--- src/hw/rtl/fmd_pkg.sv ---
// Shared constants, register codes and types of the frame motion detector.
package fmd_pkg;

  localparam int MAX_WIDTH_DEF  = 1024;
  localparam int MAX_HEIGHT_DEF = 1024;

  localparam int PIX_W      = 8;
  localparam int CFG_SIZE_W = 11;
  localparam int COUNT_W    = 21;
  localparam int BOX_W      = 10;

  localparam int APB_ADDR_W = 4;
  localparam int APB_DATA_W = 32;
  localparam int REG_IDX_W  = 2;

  localparam logic [REG_IDX_W-1:0] REG_FRAME_WIDTH     = 2'd0;
  localparam logic [REG_IDX_W-1:0] REG_FRAME_HEIGHT    = 2'd1;
  localparam logic [REG_IDX_W-1:0] REG_PIXEL_THRESHOLD = 2'd2;
  localparam logic [REG_IDX_W-1:0] REG_COUNT_THRESHOLD = 2'd3;

  localparam logic [CFG_SIZE_W-1:0] FRAME_WIDTH_RST     = 11'd320;
  localparam logic [CFG_SIZE_W-1:0] FRAME_HEIGHT_RST    = 11'd240;
  localparam logic [PIX_W-1:0]      PIXEL_THRESHOLD_RST = 8'd16;
  localparam logic [COUNT_W-1:0]    COUNT_THRESHOLD_RST = 21'd100;

  typedef struct packed {
    logic [CFG_SIZE_W-1:0] frame_width;
    logic [CFG_SIZE_W-1:0] frame_height;
    logic [PIX_W-1:0]      pixel_threshold;
    logic [COUNT_W-1:0]    count_threshold;
  } fmd_cfg_t;

  typedef struct packed {
    logic               motion_detected;
    logic [COUNT_W-1:0] changed_count;
    logic [BOX_W-1:0]   box_left;
    logic [BOX_W-1:0]   box_top;
    logic [BOX_W-1:0]   box_right;
    logic [BOX_W-1:0]   box_bottom;
  } fmd_result_t;

endpackage

--- src/hw/rtl/fmd_cfg.sv ---
// APB-style configuration register file of the frame motion detector.
module fmd_cfg
  import fmd_pkg::*;
(
  input  logic                  clk_i,
  input  logic                  rst_ni,
  input  logic                  psel,
  input  logic                  penable,
  input  logic                  pwrite,
  input  logic [APB_ADDR_W-1:0] paddr,
  input  logic [APB_DATA_W-1:0] pwdata,
  output logic [APB_DATA_W-1:0] prdata,
  output logic                  pready,
  output fmd_cfg_t              cfg_o
);

  fmd_cfg_t cfg_q, cfg_d;
  logic [REG_IDX_W-1:0] reg_idx;
  logic wr_en;

  assign reg_idx = paddr[APB_ADDR_W-1:2];
  assign wr_en   = psel && penable && pwrite;
  assign pready  = 1'b1;
  assign cfg_o   = cfg_q;

  always_comb begin
    cfg_d = cfg_q;
    if (wr_en) begin
      unique case (reg_idx)
        REG_FRAME_WIDTH:     cfg_d.frame_width     = pwdata[CFG_SIZE_W-1:0];
        REG_FRAME_HEIGHT:    cfg_d.frame_height    = pwdata[CFG_SIZE_W-1:0];
        REG_PIXEL_THRESHOLD: cfg_d.pixel_threshold = pwdata[PIX_W-1:0];
        REG_COUNT_THRESHOLD: cfg_d.count_threshold = pwdata[COUNT_W-1:0];
        default:             cfg_d = cfg_q;
      endcase
    end
  end

  always_comb begin
    unique case (reg_idx)
      REG_FRAME_WIDTH:
        prdata = APB_DATA_W'(cfg_q.frame_width);
      REG_FRAME_HEIGHT:
        prdata = APB_DATA_W'(cfg_q.frame_height);
      REG_PIXEL_THRESHOLD:
        prdata = APB_DATA_W'(cfg_q.pixel_threshold);
      REG_COUNT_THRESHOLD:
        prdata = APB_DATA_W'(cfg_q.count_threshold);
      default:
        prdata = '0;
    endcase
  end

  always_ff @(posedge clk_i or negedge rst_ni) begin
    if (!rst_ni) begin
      cfg_q.frame_width     <= FRAME_WIDTH_RST;
      cfg_q.frame_height    <= FRAME_HEIGHT_RST;
      cfg_q.pixel_threshold <= PIXEL_THRESHOLD_RST;
      cfg_q.count_threshold <= COUNT_THRESHOLD_RST;
    end else begin
      cfg_q <= cfg_d;
    end
  end

endmodule

--- src/hw/rtl/fmd_accum.sv ---
// Pixel difference test, raster position counters and per-frame accumulators.
module fmd_accum
  import fmd_pkg::*;
#(
  parameter int MAX_WIDTH  = MAX_WIDTH_DEF,
  parameter int MAX_HEIGHT = MAX_HEIGHT_DEF
) (
  input  logic             clk_i,
  input  logic             rst_ni,
  input  fmd_cfg_t         cfg_i,
  input  logic             step_i,
  input  logic [PIX_W-1:0] new_pixel_i,
  input  logic [PIX_W-1:0] old_pixel_i,
  output logic             frame_end_o,
  output fmd_result_t      result_o
);

  localparam int XW  = $clog2(MAX_WIDTH);
  localparam int YW  = $clog2(MAX_HEIGHT);
  localparam int SWX = ($clog2(MAX_WIDTH + 1) > CFG_SIZE_W) ? $clog2(MAX_WIDTH + 1) : CFG_SIZE_W;
  localparam int SWY = ($clog2(MAX_HEIGHT + 1) > CFG_SIZE_W) ?
                       $clog2(MAX_HEIGHT + 1) : CFG_SIZE_W;
  localparam logic [SWX-1:0] MAXW = SWX'(MAX_WIDTH);
  localparam logic [SWY-1:0] MAXH = SWY'(MAX_HEIGHT);
  localparam logic [COUNT_W-1:0] COUNT_MAX = '1;

  logic [XW-1:0]      col_q, col_d, min_col_q, min_col_d, max_col_q, max_col_d;
  logic [YW-1:0]      line_q, line_d, min_line_q, min_line_d, max_line_q, max_line_d;
  logic [COUNT_W-1:0] cnt_q, cnt_d;
  logic               any_q, any_d;

  logic [SWX-1:0] w_ext, w_eff;
  logic [SWY-1:0] h_ext, h_eff;
  logic           col_end, line_end, changed;
  logic [PIX_W-1:0] diff;

  // Clamp the frame size to 1..MAX.
  assign w_ext = SWX'(cfg_i.frame_width);
  assign h_ext = SWY'(cfg_i.frame_height);
  assign w_eff = (w_ext == '0) ? SWX'(1) : ((w_ext > MAXW) ? MAXW : w_ext);
  assign h_eff = (h_ext == '0) ? SWY'(1) : ((h_ext > MAXH) ? MAXH : h_ext);

  assign col_end     = SWX'(col_q) >= (w_eff - SWX'(1));
  assign line_end    = SWY'(line_q) >= (h_eff - SWY'(1));
  assign frame_end_o = col_end && line_end;

  assign diff    = (new_pixel_i >= old_pixel_i) ? (new_pixel_i - old_pixel_i)
                                                : (old_pixel_i - new_pixel_i);
  assign changed = diff > cfg_i.pixel_threshold;

  // Updated accumulators, including the current pixel.
  always_comb begin
    cnt_d      = cnt_q;
    any_d      = any_q;
    min_col_d  = min_col_q;
    min_line_d = min_line_q;
    max_col_d  = max_col_q;
    max_line_d = max_line_q;
    if (changed) begin
      if (cnt_q != COUNT_MAX) begin
        cnt_d = cnt_q + COUNT_W'(1);
      end
      any_d = 1'b1;
      if (!any_q) begin
        min_col_d  = col_q;
        min_line_d = line_q;
        max_col_d  = col_q;
        max_line_d = line_q;
      end else begin
        if (col_q < min_col_q)   min_col_d  = col_q;
        if (line_q < min_line_q) min_line_d = line_q;
        if (col_q > max_col_q)   max_col_d  = col_q;
        if (line_q > max_line_q) max_line_d = line_q;
      end
    end
  end

  always_comb begin
    col_d  = col_q + XW'(1);
    line_d = line_q;
    if (col_end) begin
      col_d  = '0;
      line_d = line_q + YW'(1);
    end
  end

  assign result_o.motion_detected = cnt_d > cfg_i.count_threshold;
  assign result_o.changed_count   = cnt_d;
  assign result_o.box_left        = any_d ? BOX_W'(min_col_d)  : '0;
  assign result_o.box_top         = any_d ? BOX_W'(min_line_d) : '0;
  assign result_o.box_right       = any_d ? BOX_W'(max_col_d)  : '0;
  assign result_o.box_bottom      = any_d ? BOX_W'(max_line_d) : '0;

  always_ff @(posedge clk_i or negedge rst_ni) begin
    if (!rst_ni) begin
      col_q      <= '0;
      line_q     <= '0;
      cnt_q      <= '0;
      any_q      <= 1'b0;
      min_col_q  <= '0;
      min_line_q <= '0;
      max_col_q  <= '0;
      max_line_q <= '0;
    end else if (step_i) begin
      if (frame_end_o) begin
        col_q      <= '0;
        line_q     <= '0;
        cnt_q      <= '0;
        any_q      <= 1'b0;
        min_col_q  <= '0;
        min_line_q <= '0;
        max_col_q  <= '0;
        max_line_q <= '0;
      end else begin
        col_q      <= col_d;
        line_q     <= line_d;
        cnt_q      <= cnt_d;
        any_q      <= any_d;
        min_col_q  <= min_col_d;
        min_line_q <= min_line_d;
        max_col_q  <= max_col_d;
        max_line_q <= max_line_d;
      end
    end
  end

endmodule

--- src/hw/rtl/frame_motion_detect.sv ---
// Top level of the frame-difference motion detector with bounding box.
//
//  channel   direction  handshake                payload
//  --------  ---------  -----------------------  ------------------------------------------
//  pixel     in         in_valid_i / in_stall_o  new_pixel_i, old_pixel_i
//  result    out        out_valid_o / out_stall_i motion_detected_o, changed_count_o, box_*_o
//  config    in         APB psel/penable/pwrite  frame size, pixel and count thresholds
//
// One pixel transaction per clock while the input does not stall. A pixel lands
// in the input register and is tested and folded into the frame accumulators
// on the next edge, unless it is the frame's last pixel held behind a busy result;
// the result register loads on the edge that folds in that last pixel.
// Reset clears the position counters, accumulators and both valid flags.
// The input stalls only when the frame's last pixel waits behind a result
// that the output side has not yet taken.
module frame_motion_detect
  import fmd_pkg::*;
#(
  parameter int MAX_WIDTH  = MAX_WIDTH_DEF,
  parameter int MAX_HEIGHT = MAX_HEIGHT_DEF
) (
  input  logic                  clk_i,
  input  logic                  rst_ni,
  // pixel channel
  input  logic                  in_valid_i,
  output logic                  in_stall_o,
  input  logic [PIX_W-1:0]      new_pixel_i,
  input  logic [PIX_W-1:0]      old_pixel_i,
  // result channel
  output logic                  out_valid_o,
  input  logic                  out_stall_i,
  output logic                  motion_detected_o,
  output logic [COUNT_W-1:0]    changed_count_o,
  output logic [BOX_W-1:0]      box_left_o,
  output logic [BOX_W-1:0]      box_top_o,
  output logic [BOX_W-1:0]      box_right_o,
  output logic [BOX_W-1:0]      box_bottom_o,
  // configuration port
  input  logic                  psel,
  input  logic                  penable,
  input  logic                  pwrite,
  input  logic [APB_ADDR_W-1:0] paddr,
  input  logic [APB_DATA_W-1:0] pwdata,
  output logic [APB_DATA_W-1:0] prdata,
  output logic                  pready
);

  fmd_cfg_t    cfg;
  fmd_result_t result;
  fmd_result_t out_res_q;

  logic             pix_valid_q, pix_valid_d;
  logic [PIX_W-1:0] new_q, old_q;
  logic             out_valid_q, out_valid_d;
  logic             in_accept, pix_step, frame_end, out_free, out_load;

  fmd_cfg u_cfg (
    .clk_i   (clk_i),
    .rst_ni  (rst_ni),
    .psel    (psel),
    .penable (penable),
    .pwrite  (pwrite),
    .paddr   (paddr),
    .pwdata  (pwdata),
    .prdata  (prdata),
    .pready  (pready),
    .cfg_o   (cfg)
  );

  fmd_accum #(
    .MAX_WIDTH  (MAX_WIDTH),
    .MAX_HEIGHT (MAX_HEIGHT)
  ) u_accum (
    .clk_i       (clk_i),
    .rst_ni      (rst_ni),
    .cfg_i       (cfg),
    .step_i      (pix_step),
    .new_pixel_i (new_q),
    .old_pixel_i (old_q),
    .frame_end_o (frame_end),
    .result_o    (result)
  );

  // The result register is free when empty or when its transaction completes now.
  assign out_free = !out_valid_q || !out_stall_i;

  // Advance the held pixel unless it closes a frame and the result slot is busy.
  assign pix_step   = pix_valid_q && (!frame_end || out_free);
  assign out_load   = pix_step && frame_end;
  assign in_stall_o = pix_valid_q && !pix_step;
  assign in_accept  = in_valid_i && !in_stall_o;

  always_comb begin
    pix_valid_d = pix_valid_q;
    if (in_accept) begin
      pix_valid_d = 1'b1;
    end else if (pix_step) begin
      pix_valid_d = 1'b0;
    end
  end

  always_comb begin
    out_valid_d = out_valid_q;
    if (out_load) begin
      out_valid_d = 1'b1;
    end else if (out_valid_q && !out_stall_i) begin
      out_valid_d = 1'b0;
    end
  end

  always_ff @(posedge clk_i or negedge rst_ni) begin
    if (!rst_ni) begin
      pix_valid_q <= 1'b0;
      out_valid_q <= 1'b0;
    end else begin
      pix_valid_q <= pix_valid_d;
      out_valid_q <= out_valid_d;
    end
  end

  // Payload registers: the pixel pair loads on accept, the result on out_load; both hold otherwise.
  always_ff @(posedge clk_i) begin
    if (in_accept) begin
      new_q <= new_pixel_i;
      old_q <= old_pixel_i;
    end
    if (out_load) begin
      out_res_q <= result;
    end
  end

  assign out_valid_o       = out_valid_q;
  assign motion_detected_o = out_res_q.motion_detected;
  assign changed_count_o   = out_res_q.changed_count;
  assign box_left_o        = out_res_q.box_left;
  assign box_top_o         = out_res_q.box_top;
  assign box_right_o       = out_res_q.box_right;
  assign box_bottom_o      = out_res_q.box_bottom;

`ifndef SYNTH
  // A stall on the input only ever comes from a frame end blocked by the output.
  a_stall_cause: assert property (@(posedge clk_i) disable iff (!rst_ni)
    in_stall_o |-> (pix_valid_q && frame_end && out_valid_q && out_stall_i))
    else $error("input stalled without a blocked frame end");

  // A frame end that advances must present a result next cycle.
  a_frame_result: assert property (@(posedge clk_i) disable iff (!rst_ni)
    out_load |=> out_valid_q)
    else $error("frame end lost its result");

  // A result appears only after a frame end advanced.
  a_no_spurious: assert property (@(posedge clk_i) disable iff (!rst_ni)
    (out_valid_q && !$past(out_valid_q)) |-> $past(out_load))
    else $error("result without a frame end");
`endif

endmodule

--- config.mk ---
export PLATFORM = sky130hd
export DESIGN_NAME = frame_motion_detect
export DESIGN_NICKNAME = d
export VERILOG_FILES = /design/src/hw/rtl/fmd_pkg.sv /design/src/hw/rtl/fmd_cfg.sv /design/src/hw/rtl/fmd_accum.sv /design/src/hw/rtl/frame_motion_detect.sv
export SDC_FILE = /design/constraint.sdc
export NUM_CORES = 1
export LEC_CHECK = 0
export ABC_AREA = 1
export BUFFER_PORTS_ARGS = -buffer_cell sky130_fd_sc_hd__buf_2
export CAP_MARGIN = 0
export CORE_ASPECT_RATIO = 0.5
export CORE_UTILIZATION = 55
export DETAILED_ROUTE_END_ITERATION = 16
export PLACE_DENSITY = 0.79
export SYNTH_ARGS = -nofsm -noshare
export SYNTH_HDL_FRONTEND = slang
export SYNTH_SLANG_ARGS = --single-unit
--- constraint.sdc ---
create_clock -name clk_i -period 8.7 [get_ports clk_i]
set_input_delay 1.305 -clock clk_i [delete_from_list [all_inputs] [get_ports clk_i]]
set_output_delay 1.305 -clock clk_i [all_outputs]
set_load 0.01 [all_outputs]
### Word-level counts from Yosys, hierarchy flattened

Index checks and enable logic that the tools add are counted.

| storage, ports and cells | value |
|---|---|
| flip-flop bits (word level) | 213 |
| input bits | 59 |
| output and inout port bits | 97 |
| word-level logic and storage cells | 105 |

| operators by class | value |
|---|---|
| add/sub/neg operators | 7 |
| magnitude comparators | 11 |
| eq/ne operators | 4 |
| muxes and demuxes | 35 |
| reductions and logical operators | 26 |

Operators with widths:

| operator | number |
|---|---|
| $mux 10 | 20 |
| $pmux 32 s4 | 1 |
| $mux 21 | 3 |
| $mux 11 | 4 |
| $ge 10x11->1 | 2 |
| $gt 11x11->1 const B | 2 |
| $logic_not 11->1 | 2 |
| $sub 11x1->11 const B | 2 |
| $add 21x1->21 const B | 1 |
| $gt 21x21->1 | 1 |
| $ne 21x21->1 const B | 1 |
| $add 10x1->10 const B | 2 |
| $gt 10x10->1 | 2 |
| $lt 10x10->1 | 2 |
| $sub 8x8->8 | 2 |
| $reduce_and 2->1 | 5 |
| $ge 8x8->1 | 1 |
| $gt 8x8->1 | 1 |
| $logic_and 1x1->1 | 8 |
| $mux 8 | 1 |
| $mux 1 | 6 |
| $reduce_bool 2->1 | 3 |
| $logic_not 1->1 | 5 |
| $eq 2x2->1 const B | 2 |
| other kinds (3) | 4 |

### Depth between registers and ports, before layout

Gate-level depths: netlist of run 1.

| logic depth | value |
|---|---|
| depth in word-level cells | 14 |
| depth in mapped cells | 35 |
| depth with buffers taken out | 34 |

### Modules after synthesis

Synthesis of run 1 repeated with hierarchy kept, for this count alone.

| second synthesis, totals | value |
|---|---|
| cells, all modules | 1700 |
| area total of the unflattened synthesis | 13696.9 um2 |

By module, submodules not included:

| module | times used | cells each | area each (um2) | sequential area each (um2) |
|---|---|---|---|---|
| fmd_accum | 1 | 1282 | 8729.6 | 2052.0 |
| fmd_cfg | 1 | 326 | 2518.7 | 1288.7 |
| frame_motion_detect | 1 | 92 | 2448.6 | 2392.3 |

### Worst setup path after synthesis of run 1

No wires, ideal clock.

| timing | value |
|---|---|
| path type | reg-to-reg |
| from | register u_cfg.cfg_q (netlist bit u_cfg.cfg_o[46]) |
| to | register out_res_q (netlist bit box_bottom_o[0]), enable pin |
| setup time | 483 ps |
| data arrival time | 5718 ps |
| data required time | 8217 ps |
| slack | 2499 ps |
| cell stages (with the launch flop) | 24 |
| buffers on the path | 3 |
| period minus slack after synthesis | 6201 ps |
| cells stage by stage | dfstp_2 > nor2_1 > nand3_1 > nor3_1 > o21ai_0 > ha_1 > inv_1 > nor3_2 > xnor2_1 > ha_1 > nand2_1 > inv_1 > a21oi_1 > nand2_1 > nand2_1 > nand3_1 > a21oi_1 > nor2_1 > buf_4 > nand4_4 > nand2_4 > buf_6 > buf_6 > nor2_1 |

| between the ends | value |
|---|---|
| word-level cells in the longest chain between the ends | 10 |
| elaborated cells on any way between the ends | 11 |
| classes of those cells | 1 x add/sub; 2 x order compare; 2 x mux; 6 x reduce/logical |

Ends and longest elaborated chain:

| what | RTL line | RTL |
|---|---|---|
| start: declaration | fmd_cfg.sv:17 | `fmd_cfg_t cfg_q, cfg_d;` |
| start signal: assignment | fmd_cfg.sv:61 | `cfg_q <= cfg_d;` |
| $gt 11x11->1 | fmd_accum.sv:40 | `assign w_eff = (w_ext == '0) ? SWX'(1) : ((w_ext > MAXW) ? MAXW : w_ext);` |
| $mux 11 | fmd_accum.sv:40 |  |
| $mux 11 (*) | fmd_accum.sv:40 |  |
| $sub 11x1->11 (*) | fmd_accum.sv:43 | `assign col_end = SWX'(col_q) >= (w_eff - SWX'(1));` |
| $ge 10x11->1 (*) | fmd_accum.sv:43 |  |
| $logic_and 1x1->1 (*) | fmd_accum.sv:45 | `assign frame_end_o = col_end && line_end;` |
| $logic_not 1->1 | frame_motion_detect.sv:88 | `assign pix_step = pix_valid_q && (!frame_end \|\| out_free);` |
| $logic_or 1x1->1 | frame_motion_detect.sv:88 |  |
| $logic_and 1x1->1 | frame_motion_detect.sv:88 |  |
| $logic_and 1x1->1 (*) | frame_motion_detect.sv:89 | `assign out_load = pix_step && frame_end;` |
| via out_load | frame_motion_detect.sv:55 | `logic in_accept, pix_step, frame_end, out_free, out_load;` |
| end signal: assignment | frame_motion_detect.sv:128 | `out_res_q <= result;` |
| end: declaration | frame_motion_detect.sv:50 | `fmd_result_t out_res_q;` |

Mark *: on every way through the listed nets, which the timed path passes. The rest lies on a longest branch.
A chain may end at the register's enable or synchronous reset.

### Worst setup path in the final report of run 1

| timing | value |
|---|---|
| from | register u_cfg.cfg_q (netlist bit u_cfg.cfg_o[46]) |
| to | output port in_stall_o |

| between the ends | value |
|---|---|
| word-level cells in the longest chain between the ends | 11 |
| elaborated cells on any way between the ends | 12 |
| classes of those cells | 1 x add/sub; 2 x order compare; 2 x mux; 7 x reduce/logical |

Ends and longest elaborated chain:

| what | RTL line | RTL |
|---|---|---|
| $gt 11x11->1 | fmd_accum.sv:40 |  |
| $mux 11 | fmd_accum.sv:40 |  |
| $mux 11 (*) | fmd_accum.sv:40 |  |
| $sub 11x1->11 (*) | fmd_accum.sv:43 |  |
| $ge 10x11->1 (*) | fmd_accum.sv:43 |  |
| $logic_and 1x1->1 (*) | fmd_accum.sv:45 |  |
| $logic_not 1->1 (*) | frame_motion_detect.sv:88 |  |
| $logic_or 1x1->1 (*) | frame_motion_detect.sv:88 |  |
| $logic_and 1x1->1 (*) | frame_motion_detect.sv:88 |  |
| $logic_not 1->1 (*) | frame_motion_detect.sv:90 | `assign in_stall_o = pix_valid_q && !pix_step;` |
| $logic_and 1x1->1 (*) | frame_motion_detect.sv:90 |  |
| end: declaration | frame_motion_detect.sv:26 | `output logic in_stall_o,` |

Every way passes the cells marked *; elsewhere a longest branch is shown, timed or not.

==> results of run 1 <==
==> flip-flops by register name, indices dropped and copies added (netlist names), 8 cells and up <==
signal,flops
box_top_o,10
u_accum.cnt_q,21
u_accum.min_line_q,10
u_accum.col_q,10
new_q,8
old_q,8
changed_count_o,21
u_accum.max_col_q,10
box_right_o,10
u_accum.max_line_q,10
box_left_o,10
u_accum.line_q,10
u_accum.min_col_q,10
box_bottom_o,10
u_cfg.cfg_o,51
==> kinds of logic after synthesis <==
kind of cell             after synthesis  share of synthesized area (%)
buffers and inverters                239                          7.776
AND/OR/NAND/NOR                      642                          20.74
adder cells (fa/ha/maj)              109                          10.79
XOR/XNOR                              56                          3.839
other                                  2                        0.05878
AO/OA/AOI/OAI                        273                          11.76
multiplexers                           2                         0.1567
flip-flops                           213                          44.87
==> worst max path at each step <==
stage,endpoint,start
global route,in_stall_o,u_cfg.cfg_o[46]
global placement,motion_detected_o,new_q[0]
finish,in_stall_o,u_cfg.cfg_o[46]
CTS,in_stall_o,u_cfg.cfg_o[46]
floorplan,box_bottom_o[0],u_cfg.cfg_o[46]
detailed placement,motion_detected_o,new_q[0]
==> metal layers <==
layer	wire length [µm]	part of all wire (%)	vias to the layer above	GRT usage (%)
met5	0	0	-	0
met4	603	2.0	0	6.690
met3	2008	6.7	66	4.813
met2	13750	46	376	42.04
met1	13720	46	5065	35.42
li1	-	-	5287	-
==> power by group <==
| group | switching, mW | leakage (nW) | total (mW) | internal [mW] |
|---|---|---|---|---|
| Clock | 0.391 | 0.349 | 0.929 | 0.538 |
| Sequential | 0.221 | 2.39 | 1.53 | 1.31 |
| Combinational | 1.04 | 4.27 | 1.63 | 0.586 |
==> cells in the final DEF, fill, tap and decap left out, drive strengths merged, types with 3 or more instances in the layout <==
master,netlist,routed
dfstp,10,10
clkinv,0,7
nand4,27,27
nand2,398,398
a21oi,60,60
ha,107,107
o21ai,163,163
nand3,41,41
o221ai,7,7
a31oi,14,14
clkbuf,32,28
edfxtp,78,78
nand3b,3,3
xor2,35,35
o211ai,6,6
dfrtp,125,125
conb,2,12
buf,30,136
inv,177,178
xnor2,21,21
nor4,7,7
nor2,146,146
nor3,17,17
o2111ai,7,7
==> area by class of cell <==
cell class	count	area share, %
clock buffers	28	4.149
clock inverters	10	0.7192
inverters	177	4.675
multi-input cells	1094	42.74
flip-flops and latches	213	40.19
well taps	300	2.631
repair buffers	136	4.894
==> tightest hold or removal path, stage by stage, from the launching register on <==
cell and delay, ps:
dfstp_2 370, nand2_1 50, o21ai_0 70
==> per-stage QoR <==
stage	instances	power [mW]	util (%)	setup WS (ps)	hold slack (ps)
global route	1958	4.437	64.25	2329	499.4
global placement	1920	3.051	61.12	3191	467.2
finish	1958	4.091	64.25	2837	489.6
detailed placement	1920	3.149	61.12	3084	472.9
floorplan	1546	2.721	-	2499	453.0
CTS	1958	4.087	64.25	2824	488.8
==> results.yml, run 1 <==
outcome:
  status: "finished, final reports clean"
cts:
  cts_tree: "yes"
  cts_sinks: 213
  htree_levels: 1
  clock_latency_ps: 520
  post_cts_resized: 0
  cts_buffer_depth: 3
  hold_buffers: 0
  clk_pin_slew_ps: 70
  post_cts_buffers: 0
  root_buffer: "clkbuf_16"
  cts_inserted_buffers: 21
yosys:
  syn_area_um2: 12780
  postSynth.asyncResetShare_pct: 63.38
  synth-edff-count: 78
  synthTopCellsByArea: "dfrtp_1, edfxtp_1, nand2_1, ha_1, o21ai_0"
  yosysTopAreaCell: "dfrtp_1"
  synthCells: 1536
  yosys_warnings: 0
  synth-seq-cells: 213
  ys_seq_area_share_pct: 44.87
  synthTopCellsByCount: "nand2_1, inv_1, nor2_1"
  yosys.area.top_type_share_pct: 24.48
  synth_ff_type: "dfrtp_1"
  synth.distinct_cells: 51
  synthMostInstantiatedCell: "nand2_1"
  syn_area_per_cell_um2: 8.318
worst_setup_path:
  r2r_start: "new_q[0]"
  end_kind: "output pin"
  reg2reg_setup_slack_ps: 3010
  cp_common_cell: "nand2_1"
  critical_path.max_stage_delay_ps: 560
  worst-path-max-fanout: 20
  r2r-end: "motion_detected_o"
  crit_family: "simple AND/OR/NAND/NOR gates"
  slowest_stage: "dfstp_2"
  critPathKind: "flip-flop to output pin"
  worstPathArrival_ps: 4560
  critPathRequiredTime_ps: 7390
  critPathLaunchType: "flip-flop"
  critPathBufInv: 5
  worst-path-stages: 23
  crit_chain: "nor2_1 -> nand3_1 -> nor3_1 -> o21ai_0 -> ha_1 -> inv_1 -> nor3_2 -> xnor2_1 -> ha_1 -> nand2_1 -> nor2_1 -> nand2_1 -> nand2_1 -> nand2_1 -> nand3_1 -> a21oi_1 -> nor2_1 -> buf_4 -> inv_1 -> nor2_4 -> nand3_1 -> inv_1 -> buf_2"
  reg2reg_depth: 34
detailed_routing:
  num_vias: 10794
  antenna_left: 0
  drtIter0Drc: 816
  drc: 0
  wire_per_inst_um: 15.36
  drt_wl_total_mm: 30.08
  avgViaCountPerCell: 5.513
  drt-pass1-iter-count: 5
floorplan:
  initial_utilization_pct: 57.54
  die_h_um: 109.8
  pin_count: 156
  rows: 38
  coreArea_um2: 22200
  dieArea_um2: 23880
  dieWidth_um: 217.5
finish:
  num_antenna_cells: 0
  stdcell_area_um2: 14260
  multi_input_area_um2: 6097
  syn2layout_area_growth_pct: 11.65
  seqCellArea_um2: 5733
  num-nets-final: 1811
  layout-drive-gt1-share_pct: 11.88
  fillers: 1870
worst_hold_path:
  holdCritPathClass: "flip-flop to flip-flop"
  hp-start: "u_cfg.cfg_o[2]"
  hold_path_end: "u_cfg.cfg_o[2]"
  min_path_cells: 2
timing:
  rsz0062_at_grt: "false"
  finalHoldViolCount: 0
  fin_crit_sh_pct: 67.39
  slew_headroom_pct: 35.43
  slew_viol_final: 0
  setup_viol: 0
  max_freq_ghz: 0.1706
  period_minus_slack_ps: 5863
  clock_skew_ps: 19.24
  timing.setup.tns_ps: 0
  worstMarginPinSlew_ps: 968.5
power:
  vdd_drop_max_v: 0.0001611
  power_density_nw_per_um2: 286.8
  cellLeakagePower_nw: 7.006
global_routing:
  grt_max_degree: 79
  globalRouteTotalUtil_pct: 25.74
  grt_pass1_vias: 10158
  overflow: 0
  antenna_found_initial: 0
  grt_pass1_wl_mm: 49.29
placement:
  dp_hpwl_mm: 21.88
  place_area_um2: 13570
  numPortBuffers: 130
  routabilityCongestion: 0.9293
run:
  max_cap_violations: 0
Note: power is estimated with default switching activity, not from simulation.
==> run 2, diff against run 1 <==
--- a/config.mk
+++ b/config.mk
@@ -5,13 +5,13 @@
 export SDC_FILE = /design/constraint.sdc
 export NUM_CORES = 1
 export LEC_CHECK = 0
-export ABC_AREA = 1
+export ABC_AREA = 0
 export BUFFER_PORTS_ARGS = -buffer_cell sky130_fd_sc_hd__buf_2
 export CAP_MARGIN = 0
 export CORE_ASPECT_RATIO = 0.5
-export CORE_UTILIZATION = 55
+export CORE_UTILIZATION = 54
 export DETAILED_ROUTE_END_ITERATION = 16
-export PLACE_DENSITY = 0.79
+export PLACE_DENSITY = 0.81
 export SYNTH_ARGS = -nofsm -noshare
 export SYNTH_HDL_FRONTEND = slang
 export SYNTH_SLANG_ARGS = --single-unit
==> constraint.sdc (replaced) <==
create_clock -name clk_i -period 5.15 [get_ports clk_i]
set_input_delay 0.7725 -clock clk_i [delete_from_list [all_inputs] [get_ports clk_i]]
set_output_delay 0.7725 -clock clk_i [all_outputs]
set_load 0.01 [all_outputs]
==> run 2 against run 1 <==
  * The flow now finishes with violations (setup timing)
  * Sequential share of layout area is 2.7 points lower
  * Utilization up 1.4 points
  * First-iteration DRC count shrank 4.2%
  * Sequential power up 72%
  * Flip-flop and latch count is the same
  * Non-clock buffer count is 79 higher
  * Die area increased by 4.2%
  * Count of clock-buffer cells in the layout unchanged
  * Design area increased by 7.1%
  * Routed wire length rose by 9.0%
==> results.yml, run 2 <==
worst_setup_path:
  reg2reg_setup_slack_ps: -310
  critPathRequiredTime_ps: 5400
  critPathBufInv: 3
  worstPathArrival_ps: 5700
  critPathKind: "flip-flop to flip-flop"
  cp_common_cell: "o21a_1"
  critPathLaunchType: "flip-flop"
  worst-path-max-fanout: 6
  crit_family: "compound AO/OA/AOI/OAI gates"
  slowest_stage: "edfxtp_1"
  end_kind: "flip-flop"
  critical_path.max_stage_delay_ps: 390
finish:
  final_common_cell: "buf_2"
  largest_register_ffs: 51
  layout-drive-gt1-share_pct: 24.72
  num_antenna_cells: 0
  syn2layout_area_growth_pct: 16.81
  num-nets-final: 1606
  final_cell_mix: "buf_2, dfrtp_1, ha_1, inv_1, nor2_1"
  stdcell_count: 1759
floorplan:
  dieArea_um2: 24890
  initial_utilization_pct: 56.20
  coreArea_um2: 23280
  rows: 39
  pin_count: 156
  die_h_um: 112.1
  dieWidth_um: 222.1
cts:
  clock_latency_ps: 510
  htree_levels: 1
  hold_buffers: 0
  root_buffer: "clkbuf_16"
  cts_tree: "yes"
  cts_inserted_buffers: 21
  cts_sinks: 213
  cts_buffer_depth: 3
  clk_pin_slew_ps: 70
yosys:
  synthMostInstantiatedCell: "dfrtp_1"
  yosys.area.top_type_share_pct: 23.91
  synthCells: 1260
  postSynth.asyncResetShare_pct: 63.38
  synth-edff-count: 78
  ys_seq_area_share_pct: 43.83
  yosys_warnings: 0
  yosysTopAreaCell: "dfrtp_1"
  synthTopCellsByArea: "dfrtp_1, edfxtp_1, ha_1, mux2i_1, mux2_2"
  syn_area_um2: 13080
  synthTopCellsByCount: "dfrtp_1, ha_1, inv_1"
  synth_ff_type: "dfrtp_1"
  synth-seq-cells: 213
  synth.distinct_cells: 79
  syn_area_per_cell_um2: 10.38
power:
  power_density_nw_per_um2: 514.1
  cellLeakagePower_nw: 6.867
  vdd_drop_max_v: 0.0002853
global_routing:
  grt_max_degree: 62
  overflow: 0
  globalRouteTotalUtil_pct: 26.39
  antenna_found_initial: 0
  grt_pass1_vias: 10446
  grt_pass1_wl_mm: 52.93
placement:
  place_ws_ps: -357.8
  dp_hpwl_mm: 23.61
  dp.cells: 1716
  routabilityCongestion: 0.8903
  numPortBuffers: 130
timing:
  setup_ws_ps: -307.5
  fin_crit_sh_pct: 106.0
  rsz0062_at_grt: "true"
  finalHoldViolCount: 0
  slew_viol_final: 0
  clock_skew_ps: 15.50
  whs_ps: 334.1
  setup_viol: 1
  slew_headroom_pct: 47.14
  worstMarginPinSlew_ps: 792.9
  max_freq_ghz: 0.1832
  period_minus_slack_ps: 5457
detailed_routing:
  drt-pass1-iter-count: 5
  drc: 0
  avgViaCountPerCell: 5.986
  drtIter0Drc: 782
  wire_per_inst_um: 18.63
  num_vias: 10530
  drt_wl_total_mm: 32.78
  antenna_left: 0
run:
  max_cap_violations: 0
outcome:
  status: "complete, but fails checks"
  violations: "setup timing"
worst_hold_path:
  holdCritPathClass: "input pin to async pin"
[run 2: through the flow]
stage          power [mW]  util (%)  instance area [µm²]  TNS (ps)
3_3_place_gp        5.982     62.10                14460    -195.5
2_1_floorplan       5.165         -                13180    -111.9
5_1_grt             8.365     65.65                15280    -573.3
3_5_place_dp        6.196     62.10                14460    -357.8
6_report            7.856     65.65                15280    -307.5
4_1_cts             7.768     65.10                15150    -320.3
[run 2: what timing repair did]
action,in CTS,in global routing
endpoints found under the setup margin,2,2
pin swaps,2,6
buffers inserted,1,5
endpoints found under the hold margin,0,0
resized for setup,9,19
[run 2: final cells by class]
cell class              count  area, µm²
clock buffers              28      573.1
clock inverters             9      81.33
fillers                  1744       7995
inverters                 105      394.1
multi-input cells         882       6820
flip-flops and latches    213       5733
well taps                 307      384.1
repair buffers            215       1295
[run 2: logic make-up after synthesis]
family | count (synthesis) | share of synthesized area (%)
simple gates | 343 | 12.79
compound gates | 258 | 13.71
flops | 213 | 43.83
buf+inv | 175 | 5.911
mux | 130 | 11.16
fa+ha+maj | 109 | 10.54
xor+xnor | 30 | 2.009
other cells | 2 | 0.05741
[run 2: metal layers]
| metal | routed length (µm) | GRT usage (%) |
|---|---|---|
| met5 | 0 | 0 |
| met3 | 2291 | 4.319 |
| met1 | 14080 | 35.45 |
| met4 | 1233 | 11.39 |
| met2 | 15170 | 42.72 |
[run 2: power breakdown]
part / switching, mW / internal [mW] / leakage, nW
logic: 2.00 / 1.71 / 4.23
registers: 0.431 / 2.20 / 2.31
clock network: 0.676 / 0.840 / 0.322
total: 3.10 / 4.75 / 6.87
[run 2: final timing paths]
path / to / cells after the start / startpoint
worst max-delay path: motion_detected_o / 27 / new_q[0]
worst min-delay path: u_cfg.cfg_o[4] / 1 / rst_ni
worst max register to register: motion_detected_o / 27 / new_q[0]
worst min register to register: u_accum.max_col_q[8] / 1 / u_accum.max_col_q[8]
max in group asynchronous: u_accum.max_col_q[5] / 2 / rst_ni
min in group clk_i: new_q[5] / 1 / new_pixel_i[5]
